<file path="config.mk">
export PLATFORM = sky130hd
export DESIGN_NAME = sh9_mul
export DESIGN_NICKNAME = d
export VERILOG_FILES = /design/src/rtl/sh9_pkg.sv /design/src/rtl/sh9_mul.sv
export SDC_FILE = /design/constraint.sdc
export NUM_CORES = 2
export LEC_CHECK = 0
export BUFFER_PORTS_ARGS = -buffer_cell sky130_fd_sc_hd__buf_4
export CAP_MARGIN = 20
export CELL_PAD_IN_SITES_DETAIL_PLACEMENT = 2
export CELL_PAD_IN_SITES_GLOBAL_PLACEMENT = 2
export CORE_AREA = 2 2 382 384
export CTS_CLUSTER_SIZE = 20
export DETAILED_ROUTE_END_ITERATION = 7
export DIE_AREA = 0 0 384 386
export PLACE_DENSITY = 0.73
export RECOVER_POWER = 25
export SYNTH_ARGS = -nofsm -noshare
export SYNTH_HDL_FRONTEND = slang
export SYNTH_SLANG_ARGS = --single-unit
</file>
<file path="constraint.sdc">
create_clock -name clk_i -period 8.5 [get_ports clk_i]
set_input_delay 1.7 -clock clk_i [delete_from_list [all_inputs] [get_ports clk_i]]
set_output_delay 1.7 -clock clk_i [all_outputs]
set_load 0.01 [all_outputs]
</file>
<file path="src/rtl/sh9_pkg.sv">
// Shared types, constants and helper functions for the SH9 irradiance block.
package sh9_pkg;

  localparam int DirW   = 16;
  localparam int OutW   = 40;
  localparam int BasisW = 16;
  localparam int MulW   = 34;
  localparam int ProdW  = 2 * MulW;

  // Basis and band constants, Q2.14.
  localparam int KB0    = 4622;
  localparam int KB1    = 8005;
  localparam int KB2    = 17900;
  localparam int KB6    = 5167;
  localparam int KB8    = 8950;
  localparam int BandPi = 51472;
  localparam int Band1  = 34315;
  localparam int Band2  = 12868;

  typedef enum logic [1:0] {
    ACT_CLEAR = 2'd0,
    ACT_ADD   = 2'd1,
    ACT_EVAL  = 2'd2,
    ACT_NONE  = 2'd3
  } action_e;

  typedef enum logic [4:0] {
    ST_IDLE,
    ST_SQ_MUL,
    ST_SQ_ACC,
    ST_NORM_START,
    ST_NORM_WAIT,
    ST_B_MUL,
    ST_B_WB,
    ST_S_MUL,
    ST_S_WB,
    ST_A_MUL,
    ST_A_WB,
    ST_E_MMUL,
    ST_E_MWB,
    ST_E_LMUL,
    ST_E_LWB,
    ST_E_HMUL,
    ST_E_HWB,
    ST_FINISH
  } state_e;

  typedef enum logic [1:0] {
    DS_IDLE,
    DS_DIV,
    DS_SQRT
  } ds_phase_e;

  typedef logic signed [BasisW-1:0] basis_t;
  typedef logic signed [MulW-1:0]   mul_op_t;
  typedef logic signed [ProdW-1:0]  prod_t;

  // Round half toward plus infinity, then drop the low bits.
  function automatic prod_t rnd_shift(input prod_t p, input int s);
    prod_t half;
    half = ProdW'(1) <<< (s - 1);
    return (p + half) >>> s;
  endfunction

  function automatic mul_op_t band_factor(input logic [3:0] idx);
    mul_op_t f;
    case (idx)
      4'd0:                      f = MulW'(BandPi);
      4'd1, 4'd2, 4'd3:          f = MulW'(Band1);
      default:                   f = MulW'(Band2);
    endcase
    return f;
  endfunction

endpackage

</file>
<file path="src/rtl/sh9_mul.sv">
// Shared signed multiplier with a registered product.
module sh9_mul import sh9_pkg::*; (
  input  logic    clk_i,
  input  mul_op_t a_i,
  input  mul_op_t b_i,
  output prod_t   p_o
);

  prod_t p_q;

  always_ff @(posedge clk_i) begin
    p_q <= a_i * b_i;
  end

  assign p_o = p_q;

endmodule

</file>
==> flow_summary.ini <==
[synthesis]
ys.flop_type = dfxtp_1
syn_inst = 4554
ys_async_sr_fraction_pct = 0
synth_area_per_cell_um2 = 9.45
yosysWarnings = 0
synth.distinct_cells = 69
synth_top_cell_area_share_pct = 57.7
synth_area_mm2 = 0.0430
ys_seq_elements = 68
synth-seq-area-share_pct = 3.16
syn_nets = 6068
synth.largest_area_cell = fa_1
netlist_top_cells_area = fa_1, inv_1, and2_1, ha_1, nand2_1
synth_edf_count = 0

[global_route]
track_usage_pct = 23.0
grt_util_met2_pct = 43.0
grt_overflow = 0
antenna_found_initial = 7
met3_usage_pct = 2.79
grt_pass1_wl_mm = 255
grt_pass1_vias = 40700
busiest_layer = met2
grt_max_degree = 28
grt_use_met1_pct = 26.8

[clocking]
hold_buffers = 0
cts_buffers = 9
h-tree-depth = 3
cts_tree = done
root_buffer = clkbuf_16
clock-sinks = 68
clk_path_buf_depth = 2
clk_pin_slew_ns = 0.08

[final_layout]
largest_register_ffs = 68
final_layout_size_suffix_gt1_share_pct = 20.5
regArea_mm2 = 0.00136
n_fill_cell = 15600
final_util_pct = 36.8
multiInputGateArea_mm2 = 0.0377
layout.nets = 6576
syn_to_final_growth_pct = 23.5

[die]
io_pins = 137
die_w_um = 384
chipHeight_um = 386
rows = 140
initial_core_util_pct = 29.8
dieArea_mm2 = 0.148
core_area_mm2 = 0.145

[sta]
fin_crit_sh_pct = 105
post-route-min-period_ns = 8.89
tightest_slew_ns = 0.492
relSlewSlack_pct = 67.0
setup_violations = 31
final_hold_viol_count = 0
timing.final.ws_setup_ns = -0.392
fmax_mhz = 112
maxSlewViolCount = 0
rsz0062_at_grt = true
final.setup.tns_ns = -6.19

[worst_setup_path]
worst_setup_path_end_kind = flop
worst_setup_path_start_kind = primary input
crit_path_max_fanout = 6
setup.worst_path.class = primary input to flop
crit_top_cell = fa_1
cp_data_required_time_ns = 8.89
max_stage_delay_ns = 0.57
cp.arrival_ns = 9.28
cp_slowest_cell = fa_2

[detailed_routing]
drt_iter0_markers = 1678
drc = 0
vias = 34200
postRouteAntennaNets = 0
wl_mm = 193
drtPass1Iterations = 6
wl_per_cell_um = 27.7
via_per_inst = 4.90

[job]
cap_violations = 0

[placement]
hpwl_mm = 142
pre_cts_ws_ns = -1.16
io_buffers = 136
place.gp.congestion = 0.876

[status]
violations = negative setup slack
status = finished with violations

[worst_hold_path]
hold_start = b_i[1]
hold_class = primary input to flop
hold_path_depth = 4
hold_path_end = p_o[1]
## layout make-up
type / count / area share, %
timing repair buffer: 725 / 12.7
antenna: 2 / 0.00942
clock inverter: 5 / 0.113
multi-input combinational: 3026 / 71.0
inverter: 1232 / 8.71
clock buffer: 11 / 0.457
sequential: 68 / 2.56
tap: 1917 / 4.51
## critical path: cells and delay by family
family | cells | cell delay [ns]
AO/OA/AOI/OAI | 8 | 1.85
XOR/XNOR | 1 | 0.16
adder cells (fa/ha/maj) | 9 | 4.14
buffers and inverters | 10 | 1.20
AND/OR/NAND/NOR | 1 | 0.18
## per-layer routing
layer  routed length [um]  up-vias
met5                   38        -
met4                14100        6
met3                 8420      673
met2               102000     1166
met1                68600    18600
li1                     -    13800
## cell usage in the layout (no fill, tap or decap), drive strengths merged, types with 3 or more instances in the layout
master  count
nor2       56
o41ai       6
xnor2      56
or2         4
and2      623
nand3      11
a21oi      63
clkinv      3
a21o       37
a211o       3
nor3        5
dfxtp      68
nor2b       9
xor2       23
nand4      11
and3        8
bufbuf      3
inv      1232
a31oi      10
a221oi      4
nand2     542
nand2b     20
ha        204
o211ai      3
o21ai      41
o21bai     12
o21a        4
clkbuf     49
fa       1241
buf       684
a211oi      7
## cell usage after synthesis (6+ instances only)
library cell and count:
a21o_1 37, a211oi_1 6, xor2_1 23, nand3_1 11, a31oi_1 7, nand2b_1 20, clkbuf_1 214, a21oi_1 61
nand2_1 542, dfxtp_1 68, nor2b_1 9, ha_1 204, nand4_1 11, o21ai_0 31, o21bai_1 12, o21ai_1 7
nor2_1 54, fa_1 1241, and2_1 621, inv_1 1231, xnor2_1 56
## repair_timing
item	in CTS	in global routing
setup buffers	33	45
pin swaps	109	214
gates cloned	4	13
gates resized for setup	197	345
setup endpoints to repair	37	39
## cells by family after synthesis
logic type	count (synthesis)	share of synthesized area, %
buf+inv	1460	12.8
flops	68	3.16
xor+xnor	79	1.61
fa+ha+maj	1445	63.7
compound gates	206	3.35
simple gates	1296	15.4
## how the worst max path moves through the flow
stage / from / end / slack (ns) / cells past startpoint
floorplan: a_i[33] / p_o[65] / -0.01 / 26
global route: b_i[2] / p_o[66] / -0.56 / 28
CTS: a_i[24] / p_o[65] / -0.15 / 28
global placement: b_i[1] / p_o[65] / -1.04 / 29
finish: a_i[24] / p_o[66] / -0.39 / 29
detailed placement: b_i[1] / p_o[67] / -1.16 / 29
## metrics by stage
stage / cells / hold slack [ns] / area, um^2
6_report: 6986 / 1.82 / 53100
3_3_place_gp: 6887 / 2.09 / 49700
3_5_place_dp: 6887 / 2.09 / 49700
4_1_cts: 6934 / 1.84 / 51300
5_1_grt: 6985 / 1.84 / 53100
2_1_floorplan: 4554 / 1.83 / 43100
Power is left out: the tool's default activity adds up to more than one toggle a clock period on the data nets, which glitch-free logic cannot reach.
