`config.mk`:
```
export PLATFORM = sky130hd
export DESIGN_NAME = sh9_divsqrt
export DESIGN_NICKNAME = d
export VERILOG_FILES = /design/src/rtl/sh9_pkg.sv /design/src/rtl/sh9_divsqrt.sv
export SDC_FILE = /design/constraint.sdc
export NUM_CORES = 1
export LEC_CHECK = 0
export BUFFER_PORTS_ARGS = -buffer_cell sky130_fd_sc_hd__buf_2
export CAP_MARGIN = 10
export CELL_PAD_IN_SITES_DETAIL_PLACEMENT = 1
export CELL_PAD_IN_SITES_GLOBAL_PLACEMENT = 2
export CORE_MARGIN = 2
export CORE_UTILIZATION = 43
export DETAILED_ROUTE_END_ITERATION = 10
export HOLD_SLACK_MARGIN = 0.15
export PLACE_DENSITY_LB_ADDON = 0.1
export SLEW_MARGIN = 20
export SYNTH_ARGS = -nofsm -noshare
export SYNTH_HDL_FRONTEND = slang
export SYNTH_SLANG_ARGS = --single-unit
```
`constraint.sdc`:
```
create_clock -name clk_i -period 19.4 [get_ports clk_i]
set_input_delay 3.88 -clock clk_i [delete_from_list [all_inputs] [get_ports clk_i]]
set_output_delay 3.88 -clock clk_i [all_outputs]
set_load 0.01 [all_outputs]
```
`src/rtl/sh9_pkg.sv`:
```
// Shared types, constants and helper functions for the SH9 irradiance block.
package sh9_pkg;

  localparam int DirW   = 16;
  localparam int OutW   = 40;
  localparam int BasisW = 16;
  localparam int MulW   = 34;
  localparam int ProdW  = 2 * MulW;

  // Basis and band constants, Q2.14.
  localparam int KB0    = 4622;
  localparam int KB1    = 8005;
  localparam int KB2    = 17900;
  localparam int KB6    = 5167;
  localparam int KB8    = 8950;
  localparam int BandPi = 51472;
  localparam int Band1  = 34315;
  localparam int Band2  = 12868;

  typedef enum logic [1:0] {
    ACT_CLEAR = 2'd0,
    ACT_ADD   = 2'd1,
    ACT_EVAL  = 2'd2,
    ACT_NONE  = 2'd3
  } action_e;

  typedef enum logic [4:0] {
    ST_IDLE,
    ST_SQ_MUL,
    ST_SQ_ACC,
    ST_NORM_START,
    ST_NORM_WAIT,
    ST_B_MUL,
    ST_B_WB,
    ST_S_MUL,
    ST_S_WB,
    ST_A_MUL,
    ST_A_WB,
    ST_E_MMUL,
    ST_E_MWB,
    ST_E_LMUL,
    ST_E_LWB,
    ST_E_HMUL,
    ST_E_HWB,
    ST_FINISH
  } state_e;

  typedef enum logic [1:0] {
    DS_IDLE,
    DS_DIV,
    DS_SQRT
  } ds_phase_e;

  typedef logic signed [BasisW-1:0] basis_t;
  typedef logic signed [MulW-1:0]   mul_op_t;
  typedef logic signed [ProdW-1:0]  prod_t;

  // Round half toward plus infinity, then drop the low bits.
  function automatic prod_t rnd_shift(input prod_t p, input int s);
    prod_t half;
    half = ProdW'(1) <<< (s - 1);
    return (p + half) >>> s;
  endfunction

  function automatic mul_op_t band_factor(input logic [3:0] idx);
    mul_op_t f;
    case (idx)
      4'd0:                      f = MulW'(BandPi);
      4'd1, 4'd2, 4'd3:          f = MulW'(Band1);
      default:                   f = MulW'(Band2);
    endcase
    return f;
  endfunction

endpackage

```
`src/rtl/sh9_divsqrt.sv`:
```
// Bit-serial unit: floor(num * 2^32 / den), then integer square root of the quotient.
module sh9_divsqrt import sh9_pkg::*; (
  input  logic        clk_i,
  input  logic        rst_ni,
  input  logic        start_i,
  input  logic [30:0] num_i,
  input  logic [31:0] den_i,
  output logic        busy_o,
  output logic [16:0] root_o
);

  ds_phase_e   phase_q;
  logic [5:0]  cnt_q;
  logic [32:0] rem_q;
  logic [32:0] quo_q;
  logic [34:0] root_q;
  logic [32:0] bit_q;
  logic [31:0] den_q;
  logic        lsb_q;

  logic [33:0] rem_sh;
  logic [34:0] op_a;
  logic [34:0] op_b;
  logic [35:0] diff;
  logic        ge;

  always_comb begin
    rem_sh = {rem_q, (cnt_q == 6'd32) ? lsb_q : 1'b0};
    if (phase_q == DS_SQRT) begin
      op_a = {2'b00, quo_q};
      op_b = root_q + {2'b00, bit_q};
    end else begin
      op_a = {1'b0, rem_sh};
      op_b = {3'b000, den_q};
    end
    diff = {1'b0, op_a} - {1'b0, op_b};
    ge   = ~diff[35];
  end

  always_ff @(posedge clk_i or negedge rst_ni) begin
    if (!rst_ni) begin
      phase_q <= DS_IDLE;
      cnt_q   <= '0;
    end else begin
      case (phase_q)
        DS_IDLE: begin
          if (start_i) begin
            phase_q <= DS_DIV;
            cnt_q   <= 6'd32;
          end
        end
        DS_DIV: begin
          if (cnt_q == '0) begin
            phase_q <= DS_SQRT;
            cnt_q   <= 6'd16;
          end else begin
            cnt_q <= cnt_q - 6'd1;
          end
        end
        DS_SQRT: begin
          if (cnt_q == '0) begin
            phase_q <= DS_IDLE;
          end else begin
            cnt_q <= cnt_q - 6'd1;
          end
        end
        default: phase_q <= DS_IDLE;
      endcase
    end
  end

  always_ff @(posedge clk_i) begin
    case (phase_q)
      DS_IDLE: begin
        if (start_i) begin
          rem_q <= {3'b000, num_i[30:1]};
          lsb_q <= num_i[0];
          den_q <= den_i;
          quo_q <= '0;
        end
      end
      DS_DIV: begin
        rem_q <= ge ? diff[32:0] : rem_sh[32:0];
        quo_q <= {quo_q[31:0], ge};
        if (cnt_q == '0) begin
          root_q <= '0;
          bit_q  <= 33'h1_0000_0000;
        end
      end
      DS_SQRT: begin
        if (ge) begin
          quo_q  <= diff[32:0];
          root_q <= (root_q >> 1) + {2'b00, bit_q};
        end else begin
          root_q <= root_q >> 1;
        end
        bit_q <= bit_q >> 2;
      end
      default: ;
    endcase
  end

  assign busy_o = (phase_q != DS_IDLE);
  assign root_o = root_q[16:0];

endmodule

```
==> results of run 1 <==
[flip-flops by register name (all words and copies together) (netlist names)]
name and flops:
bit_q 17, cnt_q 6, den_q 32, lsb_q 1, phase_q 2, quo_q 33, rem_q 33, root_q 35
[layout make-up]
| type | count | area, µm² |
|---|---|---|
| flip-flops and latches | 159 | 4730 |
| clock buffers | 18 | 429 |
| well taps | 341 | 427 |
| repair buffers | 94 | 498 |
| clock inverters | 14 | 125 |
| fillers | 3122 | 14000 |
| multi-input cells | 960 | 6590 |
| inverters | 25 | 93.8 |
[path summary, 6_finish.rpt]
path	end	depth (start not counted)	slack [ns]
worst min register to register	cnt_q[3]	1	0.51
worst max register to register	quo_q[0]	16	12.80
max in group asynchronous	phase_q[1]	1	15.96
worst min-delay path	cnt_q[3]	1	0.51
worst max-delay path	quo_q[0]	16	12.80
min in group asynchronous	cnt_q[4]	1	3.26
[metal layers]
metal	track usage	share of wire	vias up
li1	-	-	4681
met1	0.363	0.48	4872
met2	0.410	0.46	201
met3	0.0338	0.035	29
met4	0.0669	0.018	0
met5	0	0	-
[placed cells by master, fill, tap and decap left out, types with 13 or more instances in the layout]
cell	n
a211oi_1	28
o31ai_1	17
inv_1	23
o21ai_0	90
nor2b_1	41
nand4_1	13
nand2b_1	17
nor3_1	18
clkbuf_16	17
a31oi_1	53
edfxtp_1	151
and2_1	23
buf_2	83
xnor2_1	36
nand2_1	84
mux2i_1	22
a21oi_1	81
ha_1	72
nand3_1	46
xor2_1	36
nor2_1	87
mux2_2	34
a22oi_1	29
[metrics by stage]
stage	std cells	setup WS [ns]	util	hold slack [ns]
after floorplan	1224	12.44	-	0.452
after global placement	1579	13.07	0.459	0.478
after detailed placement	1579	12.84	0.459	0.500
after CTS	1611	12.81	0.480	0.517
after global routing	1611	12.33	0.480	0.555
final	1611	12.80	0.480	0.507
[cells by family after synthesis]
logic type | Yosys count
compound gates | 382
simple gates | 373
flops | 159
buf+inv | 105
fa+ha+maj | 75
xor+xnor | 72
mux | 58
==> impl_metrics.csv, run 1 <==
group,metric,value,unit
detailed_routing,wire_per_inst,22.1,µm
detailed_routing,ant_nets,0,
detailed_routing,num_vias,9783,
worst_setup_path,critPathLaunchType,"flip-flop",
timing,max-slew-margin-rel,0.268,
synthesis,synthAdderAreaFrac,0.0807,
clock_tree,clkSinkCount,159,
clock_tree,numCtsBuffers,17,
detailed_routing,first_iter_violations,672,
worst_hold_path,hp-class,"flip-flop to flip-flop",
clock_tree,cts_buffer_depth,2,
synthesis,ys_warn_count,0,
floorplanning,chipHeight,169,µm
synthesis,synth-edff-count,151,
synthesis,synth.distinct_cells,77,
floorplanning,core_area,26900,µm²
clock_tree,tritoncts,"yes",
worst_setup_path,cpMostUsedCell,"buf_4",
worst_setup_path,r2r_start,"phase_q[0]",
grt,grt_pass1_vias,10200,
detailed_routing,remaining_drc_errors,0,
synthesis,synth_top_area_cell,"edfxtp_1",
worst_setup_path,worstSetupPathType,"flip-flop to flip-flop",
detailed_routing,wl,35600,µm
placed_design,gp_congestion,0.809,
worst_setup_path,slowest_delay,0.75,ns
timing,grt_setup_unrepaired,"no",
timing,finalSetupTns,0,ns
synthesis,synth_compound_area_frac,0.209,
worst_setup_path,worst_path_max_delay_cell,"buf_4",
clock_tree,hold_buffers,0,
layout,final_area,12900,µm²
synthesis,synth_top_family_by_area,"compound AO/OA/AOI/OAI gates",
layout,area_growth,9.99,%
synthesis,async_flop_share,0.0503,
clock_tree,htreeDepth,4,
synthesis,synth_seq_area_share,0.404,
worst_setup_path,worstPathArrival,6.68,ns
synthesis,syn_inst,1224,
detailed_routing,drt-vias-per-instance,6.07,
job,maxCapViolCount,0,
detailed_routing,first_pass_iters,4,
clock_tree,cts_root_buffer,"clkbuf_16",
synthesis,synth_top_area_share,0.387,
floorplanning,io_pins,84,
grt,grt-ovfl-total,0,
synthesis,synthMuxAreaShare,0.0536,
timing,setup_violations,0,
worst_hold_path,hp-start,"cnt_q[3]",
timing,max_freq,152,MHz
worst_setup_path,crit_path_end_kind,"flip-flop",
worst_setup_path,cp_cell_sequence,"inv_1 -> ha_4 -> buf_4 -> mux2_2 -> ha_1 -> nor2_1 -> a211oi_1 -> o21ai_1 -> a211oi_1 -> or3_1 -> o21ai_1 -> a21oi_4 -> buf_4 -> nand2_1 -> a21boi_4 -> buf_4",
worst_setup_path,crit_path_max_fanout,72,
placed_design,portBuffers,83,
worst_setup_path,cp-startpoint,"phase_q[0]",
timing,fin_crit,6.60,ns
status,status,"complete, no violations",
layout,antenna_cells,0,
synthesis,synth-simple-area-share,0.158,
synthesis,synthXorXnorAreaFrac,0.0538,
synthesis,ys_ff_latch,159,
timing,fin_worst_skew,0.0168,ns
timing,slew_violations,0,
grt,grt_pass1_wl,57200,µm
layout,drive_above_1_share,0.151,
synthesis,yosysMostFrequentCell,"edfxtp_1",
timing,final-hold-violation-count,0,
synthesis,synth.top_cells.by_count,"151 x edfxtp_1, 90 x o21ai_0, 87 x nor2_1",
clock_tree,clock_latency,0.45,ns
floorplanning,fp.dieW,169,µm
placed_design,placed_area,12300,µm²
synthesis,syn_avg_cell_area,9.58,µm²
placed_design,dp_hpwl,24500,µm
clock_tree,post_cts_resized,0,
layout,nNetsFinal,1398,
floorplanning,dieArea,28600,µm²
synthesis,netlist_top_cells_area,"edfxtp_1 39%, ha_1 7.9%, o21ai_0 3.8%, a21oi_1 3.5%, mux2_2 3.3%",
grt,grt_max_degree,81,
worst_setup_path,crit_family,"buffers and inverters",
clock_tree,cts.reportedPaths.clkPinSlew,0.08,ns
timing,finalCritPeriodShare,0.340,
worst_setup_path,crit_required,19.48,ns
floorplanning,rows,60,
worst_setup_path,cp_num_buf_inv,4,
timing,max_slew.worst_pin.slew,1.10,ns
clock_tree,post_cts_buffers,0,
grt,grt_use_total,0.255,
grt,antenna_found_initial,0,
synthesis,synth_fp_nets,1365,
synthesis,netlist_area,11700,µm²
floorplanning,initial_utilization,0.436,
synthesis,synthFlopType,"edfxtp_1",
Power of run 1 is left out: the tool's default activity adds up to more than one toggle a clock period on the data nets, which glitch-free logic cannot reach.
==> inputs of run 2 (changes only) <==
--- a/config.mk
+++ b/config.mk
@@ -5,12 +5,13 @@
 export SDC_FILE = /design/constraint.sdc
 export NUM_CORES = 1
 export LEC_CHECK = 0
+export ABC_AREA = 1
 export BUFFER_PORTS_ARGS = -buffer_cell sky130_fd_sc_hd__buf_2
 export CAP_MARGIN = 10
 export CELL_PAD_IN_SITES_DETAIL_PLACEMENT = 1
 export CELL_PAD_IN_SITES_GLOBAL_PLACEMENT = 2
 export CORE_MARGIN = 2
-export CORE_UTILIZATION = 43
+export CORE_UTILIZATION = 36
 export DETAILED_ROUTE_END_ITERATION = 10
 export HOLD_SLACK_MARGIN = 0.15
 export PLACE_DENSITY_LB_ADDON = 0.1
==> constraint.sdc (replaced) <==
create_clock -name clk_i -period 6.8 [get_ports clk_i]
set_input_delay 1.36 -clock clk_i [delete_from_list [all_inputs] [get_ports clk_i]]
set_output_delay 1.36 -clock clk_i [all_outputs]
set_load 0.01 [all_outputs]
==> run 2 against run 1 <==
  * Fmax grew 11%
  * Highest routed layer unchanged
  * Sequential share of layout area decreased by 4.4 points
  * Global-route usage up 0.23 points
==> impl_metrics.csv, run 2 <==
group,metric,value,unit
synthesis,synthMuxAreaShare,0.00902,
floorplanning,fp.dieW,196,µm
timing,max_freq,168,MHz
floorplanning,io_pins,84,
detailed_routing,ant_nets,0,
timing,max_slew.worst_pin.slew,0.912,ns
worst_setup_path,cpMostUsedCell,"nand2_1",
synthesis,synth_fp_nets,2012,
worst_hold_path,hp-class,"flip-flop to flip-flop",
worst_setup_path,cp-startpoint,"root_q[2]",
synthesis,ys_ff_latch,159,
clock_tree,cts_buffer_depth,2,
placed_design,portBuffers,83,
layout,fillCellCount,4612,
worst_setup_path,crit_path_end_kind,"flip-flop",
placed_design,dp_cells,2359,
placed_design,dp_hpwl,37500,µm
layout,area_growth,10.0,%
timing,max-slew-margin-rel,0.391,
detailed_routing,remaining_drc_errors,0,
synthesis,synth_top_area_share,0.340,
floorplanning,rows,70,
synthesis,synth_top_area_cell,"edfxtp_1",
detailed_routing,drt-vias-per-instance,5.34,
grt,grt-ovfl-total,0,
synthesis,synthXorXnorAreaFrac,0.0395,
synthesis,synthFlopType,"edfxtp_1",
timing,slew_violations,0,
timing,fin_worst_skew,0.0116,ns
synthesis,yosysMostFrequentCell,"nand2_1",
grt,grt_pass1_vias,13500,
worst_setup_path,worstSetupPathType,"flip-flop to flip-flop",
layout,top_regs,"root_q: 35 flops, quo_q: 33 flops, rem_q: 33 flops",
synthesis,synthAdderAreaFrac,0.0710,
detailed_routing,num_vias,12800,
worst_hold_path,hp-start,"cnt_q[1]",
synthesis,syn_avg_cell_area,7.12,µm²
synthesis,synth_top_family_by_area,"simple AND/OR/NAND/NOR gates",
floorplanning,chipHeight,196,µm
clock_tree,htreeDepth,4,
synthesis,async_flop_share,0.0503,
timing,hold_slack,0.556,ns
synthesis,synth_compound_area_frac,0.123,
worst_setup_path,crit_required,7.07,ns
worst_setup_path,crit_path_max_fanout,68,
worst_setup_path,worst_path_max_delay_cell,"buf_4",
synthesis,synth-simple-area-share,0.303,
detailed_routing,first_pass_iters,4,
placed_design,gp_congestion,0.924,
worst_setup_path,r2r_start,"root_q[2]",
layout,nNetsFinal,2051,
timing,fin_crit,5.97,ns
layout,mostFrequentLayoutCell,"nand2_1",
detailed_routing,wire_per_inst,20.2,µm
floorplanning,dieArea,38500,µm²
job,maxCapViolCount,0,
synthesis,synth-edff-count,151,
layout,layout.cells.non_filler,2391,
clock_tree,cts_root_buffer,"clkbuf_16",
synthesis,synth.top_cells.by_count,"528 x nand2_1, 242 x inv_1, 193 x nand3_1",
clock_tree,cts.reportedPaths.clkPinSlew,0.07,ns
worst_setup_path,critPathLaunchType,"flip-flop",
layout,largest_register_ffs,35,
synthesis,ys_warn_count,0,
timing,finalSetupTns,0,ns
grt,grt_max_degree,155,
timing,grt_setup_unrepaired,"no",
detailed_routing,wl,48300,µm
layout,largest_register,"root_q",
timing,finalCritPeriodShare,0.877,
synthesis,synth.distinct_cells,53,
worst_setup_path,worstPathArrival,6.23,ns
layout,layout_common_cells,"528 x nand2_1, 241 x inv_1, 193 x nand3_1",
clock_tree,clkSinkCount,159,
clock_tree,hold_buffers,0,
grt,grt_use_total,0.257,
layout,drive_above_1_share,0.0868,
grt,antenna_found_initial,0,
grt,grt_pass1_wl,75900,µm
floorplanning,initial_utilization,0.365,
synthesis,syn_inst,1871,
clock_tree,post_cts_resized,0,
status,status,"complete, no violations",
worst_setup_path,slowest_delay,0.70,ns
timing,final-hold-violation-count,0,
timing,final.setup.worst_slack,0.835,ns
layout,antenna_cells,0,
clock_tree,numCtsBuffers,17,
detailed_routing,first_iter_violations,669,
clock_tree,post_cts_buffers,0,
synthesis,netlist_top_cells_area,"edfxtp_1 34%, nand2_1 15%, nand3_1 7.3%, ha_1 7.0%, inv_1 6.8%",
floorplanning,core_area,36500,µm²
synthesis,netlist_area,13300,µm²
placed_design,dp_slack,0.885,ns
timing,setup_violations,0,
clock_tree,tritoncts,"yes",
synthesis,synth_seq_area_share,0.356,
clock_tree,clock_latency,0.46,ns
[run 2: cell count changes in the layout (fill, tap and decap cells not counted), sizes merged, moves of 23 or more]
cell,previous run,this run
a21oi,83,125
a211oi,29,3
nor2b,41,0
nand2,84,533
nand3,46,195
o21ai,94,136
mux2,35,0
inv,31,247
a22oi,29,0
a31oi,54,3
nor2,88,133
and2,24,1
[run 2: stage by stage]
step	area (µm²)	utilization
floorplan	13300	-
CTS	14700	0.401
global route	14700	0.401
finish	14700	0.401
global placement	14000	0.384
detailed placement	14100	0.385
[run 2: path summary, 6_finish.rpt]
kind	endpoint	slack (ns)	cells after the start
worst max-delay path	root_q[13]	0.83	27
worst min-delay path	cnt_q[1]	0.56	2
worst max register to register	root_q[13]	0.83	27
worst min register to register	cnt_q[1]	0.56	2
max in group asynchronous	phase_q[1]	5.89	1
min in group asynchronous	cnt_q[1]	0.74	1
[run 2: cells by family (layout without fill, tap and decap cells)]
logic type      after synthesis  count (layout)
mux                          12              12
xor+xnor                     60              60
simple gates                945             945
flops                       159             159
buf+inv                     318             370
compound gates              302             302
fa+ha+maj                    75              75
[run 2: per-layer routing]
metal  vias to the layer above  share of wire  global-route usage
met5                         -              0                   0
met4                         0          0.028              0.0845
met3                        69          0.021              0.0311
met2                       153           0.51               0.466
met1                      6268           0.44               0.316
li1                       6267              -                   -
[run 2: area by class of cell]
type	count	area [µm²]	share of cell area
flip-flops and latches	159	4730	0.323
inverters	244	916	0.0625
clock buffers	18	429	0.0293
well taps	468	586	0.0400
clock inverters	14	158	0.0108
multi-input cells	1394	7300	0.498
repair buffers	94	531	0.0362
[run 2: worst max-delay path: cells and delay by family (launching register included)]
kind	cells	cell delay (ns)
DFF	1	0.51
adders and majority gates	2	0.77
and+or+nand+nor	17	1.85
buffers and inverters	1	0.70
AOI/OAI and AO/OA	7	1.92
Power of run 2 is left out for the same reason.
